<file path="config.mk">
export PLATFORM = sky130hd
export DESIGN_NAME = varint_stream_decoder_flat
export DESIGN_NICKNAME = d
export VERILOG_FILES = /design/src/vsd_pkg.sv /design/src/vsd_if.sv /design/src/vsd_step.sv /design/src/varint_stream_decoder.sv /design/src/flat_wrapper.sv
export SDC_FILE = /design/constraint.sdc
export NUM_CORES = 1
export LEC_CHECK = 0
export BUFFER_PORTS_ARGS = -buffer_cell sky130_fd_sc_hd__buf_2
export CORE_MARGIN = 5
export CORE_UTILIZATION = 45
export CTS_CLUSTER_DIAMETER = 150
export CTS_CLUSTER_SIZE = 20
export DETAILED_ROUTE_END_ITERATION = 6
export GPL_TIMING_DRIVEN = 0
export SYNTH_ARGS = -nofsm -noshare
export SYNTH_HDL_FRONTEND = slang
export SYNTH_HIERARCHICAL = 1
export SYNTH_SLANG_ARGS = --single-unit
</file>
<file path="constraint.sdc">
create_clock -name clk -period 8.43 [get_ports clk]
set_input_delay 1.2645 -clock clk [delete_from_list [all_inputs] [get_ports clk]]
set_output_delay 1.2645 -clock clk [all_outputs]
set_load 0.005 [all_outputs]
</file>
<file path="src/vsd_pkg.sv">
// ---------------------------------------------------------------------------
// vsd_pkg: shared types and constants for the varint stream decoder
// Status codes, width mode codes and the per-byte decode result structure.
// ---------------------------------------------------------------------------
package vsd_pkg;

  // Widths of the stream fields.
  localparam int unsigned ByteW  = 8;
  localparam int unsigned ValueW = 64;
  localparam int unsigned CountW = 4;
  localparam int unsigned IdxW   = 4;

  // Number of payload bits carried by each encoded byte.
  localparam int unsigned GroupBits = 7;

  // Highest byte index that the state can ever hold (tenth byte of a 64-bit value).
  localparam logic [IdxW-1:0] LastIndex = IdxW'(9);

  // Target width selection.
  typedef enum logic [1:0] {
    MODE_8  = 2'd0,
    MODE_16 = 2'd1,
    MODE_32 = 2'd2,
    MODE_64 = 2'd3
  } mode_t;

  // Result status.
  typedef enum logic [1:0] {
    ST_OK       = 2'd0,
    ST_TRUNC    = 2'd1,
    ST_OVERLONG = 2'd2
  } status_t;

  // Outcome of decoding one byte against the current state.
  typedef struct packed {
    logic              emit;
    logic [ValueW-1:0] value;
    logic [CountW-1:0] count;
    status_t           status;
    logic [ValueW-1:0] acc_nxt;
    logic [IdxW-1:0]   idx_nxt;
  } step_res_t;

endpackage

</file>
<file path="src/vsd_if.sv">
// ---------------------------------------------------------------------------
// vsd_if: channel interfaces of the varint stream decoder
// Valid/ready channels for encoded bytes, decoded results and the width mode.
// ---------------------------------------------------------------------------

// Encoded byte channel.
interface vsd_in_if;
  logic       valid;
  logic       ready;
  logic [7:0] data_byte;
  logic       buffer_end;

  modport source (output valid, output data_byte, output buffer_end, input ready);
  modport sink   (input valid, input data_byte, input buffer_end, output ready);
endinterface

// Decoded result channel.
interface vsd_out_if;
  logic        valid;
  logic        ready;
  logic [63:0] decoded_value;
  logic [3:0]  byte_count;
  logic [1:0]  status;

  modport source (output valid, output decoded_value, output byte_count, output status,
                  input ready);
  modport sink   (input valid, input decoded_value, input byte_count, input status,
                  output ready);
endinterface

// Width mode write channel.
interface vsd_cfg_if;
  logic       valid;
  logic       ready;
  logic [1:0] width_mode;

  modport source (output valid, output width_mode, input ready);
  modport sink   (input valid, input width_mode, output ready);
endinterface

</file>
<file path="src/vsd_step.sv">
// ---------------------------------------------------------------------------
// vsd_step: single-byte decode logic
// Combines one encoded byte with the running accumulator and byte index and
// decides whether a result is produced, and what the next state is.
// ---------------------------------------------------------------------------
module vsd_step (
  input  logic [vsd_pkg::ValueW-1:0] acc,
  input  logic [vsd_pkg::IdxW-1:0]   idx,
  input  vsd_pkg::mode_t             mode,
  input  logic [vsd_pkg::ByteW-1:0]  data_byte,
  input  logic                       buffer_end,
  output vsd_pkg::step_res_t         res
);

  logic [6:0]                 shift_amt;
  logic [vsd_pkg::ValueW-1:0] byte_ext;
  logic [vsd_pkg::ValueW-1:0] group_ext;
  logic [vsd_pkg::ValueW-1:0] placed_byte;
  logic [vsd_pkg::ValueW-1:0] placed_group;
  logic [vsd_pkg::ValueW-1:0] acc_cont;
  logic [vsd_pkg::ValueW-1:0] width_mask;
  logic                       cont;
  logic                       forced;
  logic                       at_limit;

  // Bit position of this byte: seven times the index. Shifts of 64 or more
  // leave nothing behind, which drops groups beyond the top of the value.
  assign shift_amt    = {idx, 3'b000} - 7'(idx);
  assign byte_ext     = vsd_pkg::ValueW'(data_byte);
  assign group_ext    = vsd_pkg::ValueW'(data_byte[vsd_pkg::GroupBits-1:0]);
  assign placed_byte  = byte_ext << shift_amt;
  assign placed_group = group_ext << shift_amt;
  assign acc_cont     = acc | placed_group;

  assign cont = data_byte[vsd_pkg::ByteW-1];

  // Narrow modes end the value on a fixed byte; wide modes reject a
  // continuation past their last byte.
  assign forced   = (mode == vsd_pkg::MODE_8  && idx >= vsd_pkg::IdxW'(1)) ||
                    (mode == vsd_pkg::MODE_16 && idx >= vsd_pkg::IdxW'(2));
  assign at_limit = (mode == vsd_pkg::MODE_32 && idx >= vsd_pkg::IdxW'(4)) ||
                    (mode == vsd_pkg::MODE_64 && idx >= vsd_pkg::IdxW'(9));

  // Mask for the selected target width.
  always_comb begin
    unique case (mode)
      vsd_pkg::MODE_8:  width_mask = vsd_pkg::ValueW'(64'h0000_0000_0000_00ff);
      vsd_pkg::MODE_16: width_mask = vsd_pkg::ValueW'(64'h0000_0000_0000_ffff);
      vsd_pkg::MODE_32: width_mask = vsd_pkg::ValueW'(64'h0000_0000_ffff_ffff);
      default:          width_mask = '1;
    endcase
  end

  // Final byte, overlong, truncated, or plain continuation.
  always_comb begin
    res.count   = vsd_pkg::CountW'(idx) + vsd_pkg::CountW'(1);
    res.emit    = 1'b1;
    res.value   = '0;
    res.status  = vsd_pkg::ST_OK;
    res.acc_nxt = '0;
    res.idx_nxt = '0;
    if (!cont || forced) begin
      res.value = (acc | placed_byte) & width_mask;
    end else if (at_limit) begin
      res.status = vsd_pkg::ST_OVERLONG;
    end else if (buffer_end) begin
      res.status = vsd_pkg::ST_TRUNC;
    end else begin
      res.emit    = 1'b0;
      res.acc_nxt = acc_cont;
      res.idx_nxt = idx + vsd_pkg::IdxW'(1);
    end
  end

endmodule

</file>
<file path="src/varint_stream_decoder.sv">
// ---------------------------------------------------------------------------
// varint_stream_decoder: unsigned LEB128 varint stream decoder
// Decodes one byte per cycle, if out_chan keeps up, to 8, 16, 32 or 64 bits.
// ---------------------------------------------------------------------------
// Usage:
//   in_chan carries one encoded byte per transfer, with buffer_end marking the
//   last byte available. out_chan carries one result per decoded value: the
//   value (zero on error), the number of bytes it used and a status of ok,
//   truncated or overlong. cfg_chan writes the width mode; it is always ready
//   and should only be written while no value is part way through decoding.
//   A byte is taken into the input register, decoded from there and, if it ends
//   a value, its result is written into the result register for out_chan.
//   Throughput: one byte per cycle while out_chan keeps up, set by the shift-or
//   update of the accumulator between the input and the result register.
//   If out_chan stalls with a result pending, an empty input register takes
//   one more byte; further bytes are held off until the result is taken.
//   Reset clears the accumulator, the byte index and both channel registers
//   and sets the width mode to 32 bits. There is no clearing pass.
// ---------------------------------------------------------------------------
module varint_stream_decoder (
  input  logic      clk,
  input  logic      rst_n,
  vsd_in_if.sink    in_chan,
  vsd_out_if.source out_chan,
  vsd_cfg_if.sink   cfg_chan
);

  logic                       in_valid_r;
  logic [vsd_pkg::ByteW-1:0]  in_byte_r;
  logic                       in_end_r;
  logic                       out_valid_r;
  logic [vsd_pkg::ValueW-1:0] out_value_r;
  logic [vsd_pkg::CountW-1:0] out_count_r;
  vsd_pkg::status_t           out_status_r;
  logic [vsd_pkg::ValueW-1:0] acc_r;
  logic [vsd_pkg::IdxW-1:0]   idx_r;
  vsd_pkg::mode_t             mode_r;
  vsd_pkg::step_res_t         step;
  logic                       advance;

  // The held byte moves on once the result register is free or being emptied.
  assign advance       = in_valid_r && (!out_valid_r || out_chan.ready);
  assign in_chan.ready = !in_valid_r || advance;
  assign cfg_chan.ready = 1'b1;

  assign out_chan.valid         = out_valid_r;
  assign out_chan.decoded_value = out_value_r;
  assign out_chan.byte_count    = out_count_r;
  assign out_chan.status        = out_status_r;

  // Decode logic for the held byte.
  vsd_step u_step (
    .acc        (acc_r),
    .idx        (idx_r),
    .mode       (mode_r),
    .data_byte  (in_byte_r),
    .buffer_end (in_end_r),
    .res        (step)
  );

  // Input register.
  always_ff @(posedge clk) begin
    if (!rst_n) begin
      in_valid_r <= 1'b0;
    end else if (in_chan.ready) begin
      in_valid_r <= in_chan.valid;
    end
    if (in_chan.valid && in_chan.ready) begin
      in_byte_r <= in_chan.data_byte;
      in_end_r  <= in_chan.buffer_end;
    end
  end

  // Decoder state and width mode.
  always_ff @(posedge clk) begin
    if (!rst_n) begin
      acc_r  <= '0;
      idx_r  <= '0;
      mode_r <= vsd_pkg::MODE_32;
    end else begin
      if (advance) begin
        acc_r <= step.acc_nxt;
        idx_r <= step.idx_nxt;
      end
      if (cfg_chan.valid) begin
        mode_r <= vsd_pkg::mode_t'(cfg_chan.width_mode);
      end
    end
  end

  // Result register.
  always_ff @(posedge clk) begin
    if (!rst_n) begin
      out_valid_r <= 1'b0;
    end else if (advance && step.emit) begin
      out_valid_r <= 1'b1;
    end else if (out_chan.ready) begin
      out_valid_r <= 1'b0;
    end
    if (advance && step.emit) begin
      out_value_r  <= step.value;
      out_count_r  <= step.count;
      out_status_r <= step.status;
    end
  end

  // The byte index never runs past the tenth byte.
  a_idx_range: assert property (@(posedge clk) disable iff (!rst_n)
    idx_r <= vsd_pkg::LastIndex)
    else $error("byte index out of range");

  // A produced result restarts the decoder with a clean state.
  a_restart: assert property (@(posedge clk) disable iff (!rst_n)
    (advance && step.emit) |=> (acc_r == '0 && idx_r == '0 && out_valid_r))
    else $error("decoder did not restart after a result");

  // Error results carry a zero value.
  a_err_zero: assert property (@(posedge clk) disable iff (!rst_n)
    (out_valid_r && out_status_r != vsd_pkg::ST_OK) |-> (out_value_r == '0))
    else $error("error result with non-zero value");

  // Byte count of any result lies between one and ten.
  a_count_range: assert property (@(posedge clk) disable iff (!rst_n)
    out_valid_r |-> (out_count_r >= vsd_pkg::CountW'(1) &&
                     out_count_r <= vsd_pkg::CountW'(10)))
    else $error("byte count out of range");

endmodule
</file>
<file path="src/flat_wrapper.sv">
// flat-port wrapper written by rule: the top's interface ports become plain ports
module varint_stream_decoder_flat 
  (clk, rst_n, in_chan_valid, in_chan_data_byte, in_chan_buffer_end, in_chan_ready, out_chan_valid, out_chan_decoded_value, out_chan_byte_count, out_chan_status, out_chan_ready, cfg_chan_valid, cfg_chan_width_mode, cfg_chan_ready);
  vsd_in_if in_chan_i ();
  vsd_out_if out_chan_i ();
  vsd_cfg_if cfg_chan_i ();
  input  logic clk;
  input  logic rst_n;
  input wire logic [$bits(in_chan_i.valid)-1:0] in_chan_valid;
  input wire logic [$bits(in_chan_i.data_byte)-1:0] in_chan_data_byte;
  input wire logic [$bits(in_chan_i.buffer_end)-1:0] in_chan_buffer_end;
  output wire logic [$bits(in_chan_i.ready)-1:0] in_chan_ready;
  output wire logic [$bits(out_chan_i.valid)-1:0] out_chan_valid;
  output wire logic [$bits(out_chan_i.decoded_value)-1:0] out_chan_decoded_value;
  output wire logic [$bits(out_chan_i.byte_count)-1:0] out_chan_byte_count;
  output wire logic [$bits(out_chan_i.status)-1:0] out_chan_status;
  input wire logic [$bits(out_chan_i.ready)-1:0] out_chan_ready;
  input wire logic [$bits(cfg_chan_i.valid)-1:0] cfg_chan_valid;
  input wire logic [$bits(cfg_chan_i.width_mode)-1:0] cfg_chan_width_mode;
  output wire logic [$bits(cfg_chan_i.ready)-1:0] cfg_chan_ready;
  assign in_chan_i.valid = in_chan_valid;
  assign in_chan_i.data_byte = in_chan_data_byte;
  assign in_chan_i.buffer_end = in_chan_buffer_end;
  assign in_chan_ready = in_chan_i.ready;
  assign out_chan_valid = out_chan_i.valid;
  assign out_chan_decoded_value = out_chan_i.decoded_value;
  assign out_chan_byte_count = out_chan_i.byte_count;
  assign out_chan_status = out_chan_i.status;
  assign out_chan_i.ready = out_chan_ready;
  assign cfg_chan_i.valid = cfg_chan_valid;
  assign cfg_chan_i.width_mode = cfg_chan_width_mode;
  assign cfg_chan_ready = cfg_chan_i.ready;
  varint_stream_decoder u_core (.clk(clk), .rst_n(rst_n), .in_chan(in_chan_i), .out_chan(out_chan_i), .cfg_chan(cfg_chan_i));
endmodule
</file>
; Word level (Yosys, flattened, before mapping)
; Cells that the tools add are included.
[word_totals]
ff_bits = 151
inputBits = 16
out_inout_bits = 73
word_cells = 54
[classes]
add_sub_neg = 2
magnitude_cmp = 4
eq_ne = 3
n_shift = 2
n_mux = 11
bitwise = 3
n_reduce_logical = 18
[ops]
columns = op, n
row1 = $mux 68, 3
row2 = $pmux 64 s3, 1
row3 = $or 64x64->64, 2
row4 = $and 64x64->64, 1
row5 = $shl 7x7->64, 1
row6 = $shl 8x7->64, 1
row7 = $logic_and 1x1->1, 7
row8 = $sub 7x4->7, 1
row9 = $mux 1, 6
row10 = $logic_or 1x1->1, 5
row11 = $add 4x1->4 const B, 1
row12 = $eq 2x2->1 const B, 2
row13 = $ge 4x1->1 const B, 1
row14 = $ge 4x2->1 const B, 1
row15 = $ge 4x3->1 const B, 1
row16 = $ge 4x4->1 const B, 1
row17 = $logic_not 1->1, 3
row18 = $eq 2x1->1 const B, 1
row19 = $logic_not 2->1, 1
row20 = $mux 2, 1
row21 = $reduce_bool 2->1, 1
row22 = $reduce_or 2->1, 1

; Logic depth before layout (Yosys ltp)
[logic_depth]
word_depth = 7
ltp_mapped = 14
ltp_nobuf = 10

; Modules after synthesis
; The synthesis kept the hierarchy.
[by_module_without_submodules]
columns = module, instances, cells_per_inst, area_each_um2, seq_area_each_um2
row1 = varint_stream_decoder, 1, 395, 5253.8, 3813.7
row2 = vsd_step, 1, 526, 3086.7, 0.0

; Worst setup path before layout
; No wires, ideal clock.
[synth_timing]
path_type = register to register
startpoint = register u_core/idx_r[0] (netlist name)
endpoint = register u_core.out_count_r (netlist bit u_core/out_chan.byte_count[0]) (enable)
setup_time_ns = 0.499
t_arrival_ns = 4.772
t_required_ns = 7.931
slack_ns = 3.159
stages_incl_launch_ff = 13
path_buffers = 3
synth_period_minus_slack_ns = 5.271
cell_sequence = dfxtp_1 > buf_4 > inv_1 > ha_1 > nor4_1 > o21ai_1 > a21oi_1 > and3b_1 > buf_4 > inv_2 > buf_2 > nand2_1 > nor2_1
[synth_rtl]
columns = item, line
row1 = start: declaration, varint_stream_decoder.sv:36  ; logic [vsd_pkg::IdxW-1:0] idx_r;
row2 = start signal: assignment, varint_stream_decoder.sv:83  ; idx_r <= step.idx_nxt;
row3 = end signal: assignment, varint_stream_decoder.sv:102  ; out_count_r <= step.count;
row4 = end: declaration, varint_stream_decoder.sv:33  ; logic [vsd_pkg::CountW-1:0] out_count_r;

; Worst setup path after layout
[layout_timing]
startpoint = register u_core/idx_r[0] (netlist name)
endpoint = register u_core.out_value_r (netlist bit u_core/out_chan.decoded_value[10]), data pin
[layout_via]
elab_chain_len = 4
word_cells_on_any_way = 10
cone_classes = add/sub: 1 / order compare: 2 / shift: 1 / bitwise: 2 / reduce/logical: 4
[layout_rtl]
columns = item, line
row1 = "$sub 7x4->7, or another cell as far along", vsd_step.sv:28  ; assign shift_amt = {idx, 3'b000} - 7'(idx);
row2 = "$shl 8x7->64, or another cell as far along", vsd_step.sv:31  ; assign placed_byte = byte_ext << shift_amt;
row3 = $or 64x64->64 / $logic_or 1x1->1 (equally long branches), "vsd_step.sv:63, vsd_step.sv:39"
row4 = $and 64x64->64 / $logic_or 1x1->1 (equally long branches), "vsd_step.sv:63, vsd_step.sv:62"
row5 = end signal: assignment, varint_stream_decoder.sv:101  ; out_value_r <= step.value;
row6 = end: declaration, varint_stream_decoder.sv:32  ; logic [vsd_pkg::ValueW-1:0] out_value_r;
; Several ways; a longest one is shown, not always the timed one.
; A chain may end at the register's enable or synchronous reset.

==> results by group <==
Run status
  • Outcome: complete, no violations

Finish
  • # diodes: 0
  • Share of layout cells above drive strength 1: 0.198
  • Area grow syn2layout: 16.0%
  • Final Net Count: 1050
  • Post-layout util: 0.535
  • Fin area: 9680 µm²
  • Commonest non-fill, non-tap cell in the layout: nand2_1
  • Commonest cells after routing, fill and taps aside: 202 x nand2_1, 99 x buf_2, 99 x nor2_1
  • Fillers: 1717

Critical path
  • Kind of critical path: register to register
  • Critical path launch point type: register
  • Max FO, Critical Path: 10
  • WP data required: 8.56 ns
  • Crit path DAT: 4.13 ns
  • Worst setup EP type: register

Yosys
  • Ys async rst share: 0
  • Cell Area, Synth: 8340 µm²
  • Syn_area_per_cell: 9.06 µm²
  • Area share of the largest cell type after synthesis: 0.284
  • Number of distinct library cells after synthesis: 78
  • Yosys top cell by area: edfxtp_1
  • Dominant synthesized flop cell: edfxtp_1
  • Post-Syn Nets: 943
  • Yosys Warn Count: 6
  • Seq/Total Area, Yosys: 0.457
  • Post-synth EDFFs: 79
  • Cells after synthesis: 921
  • #FFs+latches synth: 151
  • Ranking of synthesized cells by area: edfxtp_1 28%, dfxtp_1 17%, mux2i_1 9.1%

Global routing
  • Number of global-route vias before repair: 6733
  • Overflow after GRT: 0
  • Largest net degree at the start of global routing: 32
  • First-pass GRT wire length: 39.8 mm
  • GRT Total Usage: 0.238
  • Initial antenna violation count: 0

STA
  • Skew final: 0.0116 ns
  • Unrepaired setup endpoints after global routing: false
  • Final Setup Violations: 0
  • Final Hold Fails: 0
  • Worst slew margin: 0.405
  • PnR worst setup slack: 4.42 ns
  • Final worst path period share: 0.475
  • Worst slew pin tran: 0.889 ns
  • Final total negative setup slack: 0 ns
  • Slew Viols, Final: 0
  • Fmax: 249 MHz
  • Final min period: 4.01 ns

Min path
  • Hold Crit Class: register to register

Placed design
  • Port bufs: 86
  • Area post-placement: 9100 µm²
  • Routability cong.: 0.967
  • Post-DP HPWL: 18.7 mm
  • Setup slack at placement: 4.61 ns

Die
  • Die area: 21400 µm²
  • I/O pin count: 89
  • Rows: 49
  • Initial cell density of the core: 0.461
  • Core footprint: 18100 µm²
  • Die width: 146 µm
  • Die H: 146 µm

Clocking
  • Post-CTS setup buffers: 0
  • Htree depth: 4
  • Max Root-Sink Buffers: 2
  • Post-CTS sizing: 0
  • CTS sink cnt: 151
  • CTS clk-pin slew, worst paths: 0.06 ns
  • CTS Buf Count: 17
  • Root Driver: clkbuf_16
  • Hold buffer count at CTS: 0
  • CTS tree: built
  • Worst-Skew Late Latency: 0.43 ns

Detailed routing
  • Routed len/inst: 20.5 µm
  • Drt first pass iters: 6
  • DRC: 0
  • DRT iter0 DRCs: 667
  • Antenna Violating Nets Remaining: 0
  • Total number of vias: 7193
  • Total wire length: 26.0 mm
  • Vias per inst: 5.66

Power
  • Total power: 1.75 mW
  • Leakage power: 3.45 nW
  • PD cells: 181 nW/µm²
  • Max VDD drop: 148 µV

Job
  • Max Cap Violations: 0
worst paths after layout:
check / startpoint / end / slack (ns) / cells past startpoint
setup / recovery: u_core/idx_r[0]$_SDFFE_PN0P_ / u_core/out_chan.decoded_value[10]$_DFFE_PP_ / 4.42 / 9
hold / removal: u_core/acc_r[1]$_SDFFE_PN0P_ / u_core/acc_r[1]$_SDFFE_PN0P_ / 0.46 / 2
setup reg to reg: u_core/idx_r[0]$_SDFFE_PN0P_ / u_core/out_chan.decoded_value[10]$_DFFE_PP_ / 4.42 / 9
hold reg to reg: u_core/acc_r[1]$_SDFFE_PN0P_ / u_core/acc_r[1]$_SDFFE_PN0P_ / 0.46 / 2
layout make-up:
cell class              count  area, µm²  area share
multi-input cells         691       4070       0.420
flip-flops and latches    151       3810       0.394
clock buffers              23        479      0.0495
repair buffers             88        470      0.0486
plain buffers              67        423      0.0437
well taps                 229        287      0.0296
clock inverters             9       91.3     0.00944
inverters                  12       45.0     0.00466
cell usage after synthesis (4+ instances only):
library cell / n
mux2_2: 9
o22ai_1: 5
nor2b_1: 8
dfxtp_1: 72
a21oi_1: 85
buf_6: 10
clkbuf_1: 24
o21a_1: 4
o21ai_0: 32
nand2_1: 202
nor3_1: 20
nand2b_1: 5
o21ai_1: 25
ha_1: 6
a211oi_1: 9
inv_1: 11
buf_2: 13
buf_4: 15
o22ai_2: 5
and2_1: 5
nor2_1: 100
edfxtp_1: 79
nand3_1: 15
mux2i_1: 76
and3_1: 4
critical path, stage by stage (launching register included):
cell and delay [ns]:
dfxtp_1 0.44, buf_4 0.26, inv_1 0.23, ha_1 0.42
buf_2 0.24, mux2_2 0.36, mux2i_1 0.48, o21ai_0 0.35
a21boi_1 0.66, o21ai_0 0.26
metrics by stage:
step           hold slack, ns  instances
2_1_floorplan           0.434        921
3_3_place_gp            0.444       1236
3_5_place_dp            0.447       1238
4_1_cts                 0.458       1270
5_1_grt                 0.485       1270
6_report                0.458       1270
power by group:
| part | total, mW | leakage (nW) | switching [mW] | internal [mW] |
|---|---|---|---|---|
| Combinational | 0.208 | 1.80 | 0.142 | 0.0651 |
| Sequential | 0.797 | 1.37 | 0.00828 | 0.788 |
| Clock | 0.744 | 0.278 | 0.309 | 0.435 |
| Total | 1.75 | 3.45 | 0.460 | 1.29 |
cell families after synthesis:
kind of cell,synth area share
AOI/OAI and AO/OA,0.153
xor gates and xnor gates,0.0111
adders and majority gates,0.00900
buffers and inverters,0.0561
DFF,0.457
muxes,0.109
other,0.000450
and+or+nand+nor,0.204
flip-flops by register name, indices dropped and copies added, names as in the netlist:
register and count:
u_core/out_chan.valid 1, u_core/mode_r 2, u_core/in_valid_r 1, u_core/acc_r 64
u_core/out_chan.byte_count 4, u_core/in_end_r 1, u_core/out_chan.status 2, u_core/out_chan.decoded_value 64
u_core/idx_r 4, u_core/in_byte_r 8
per-layer routing:
layer | wire (µm) | vias to the layer above | track usage
met4 | 595 | 0 | 0.0753
met5 | 0 | - | 0
met2 | 11400 | 315 | 0.365
li1 | - | 3425 | -
met1 | 11900 | 3400 | 0.344
met3 | 2140 | 53 | 0.0421
Power figures use the tool's default switching activity.
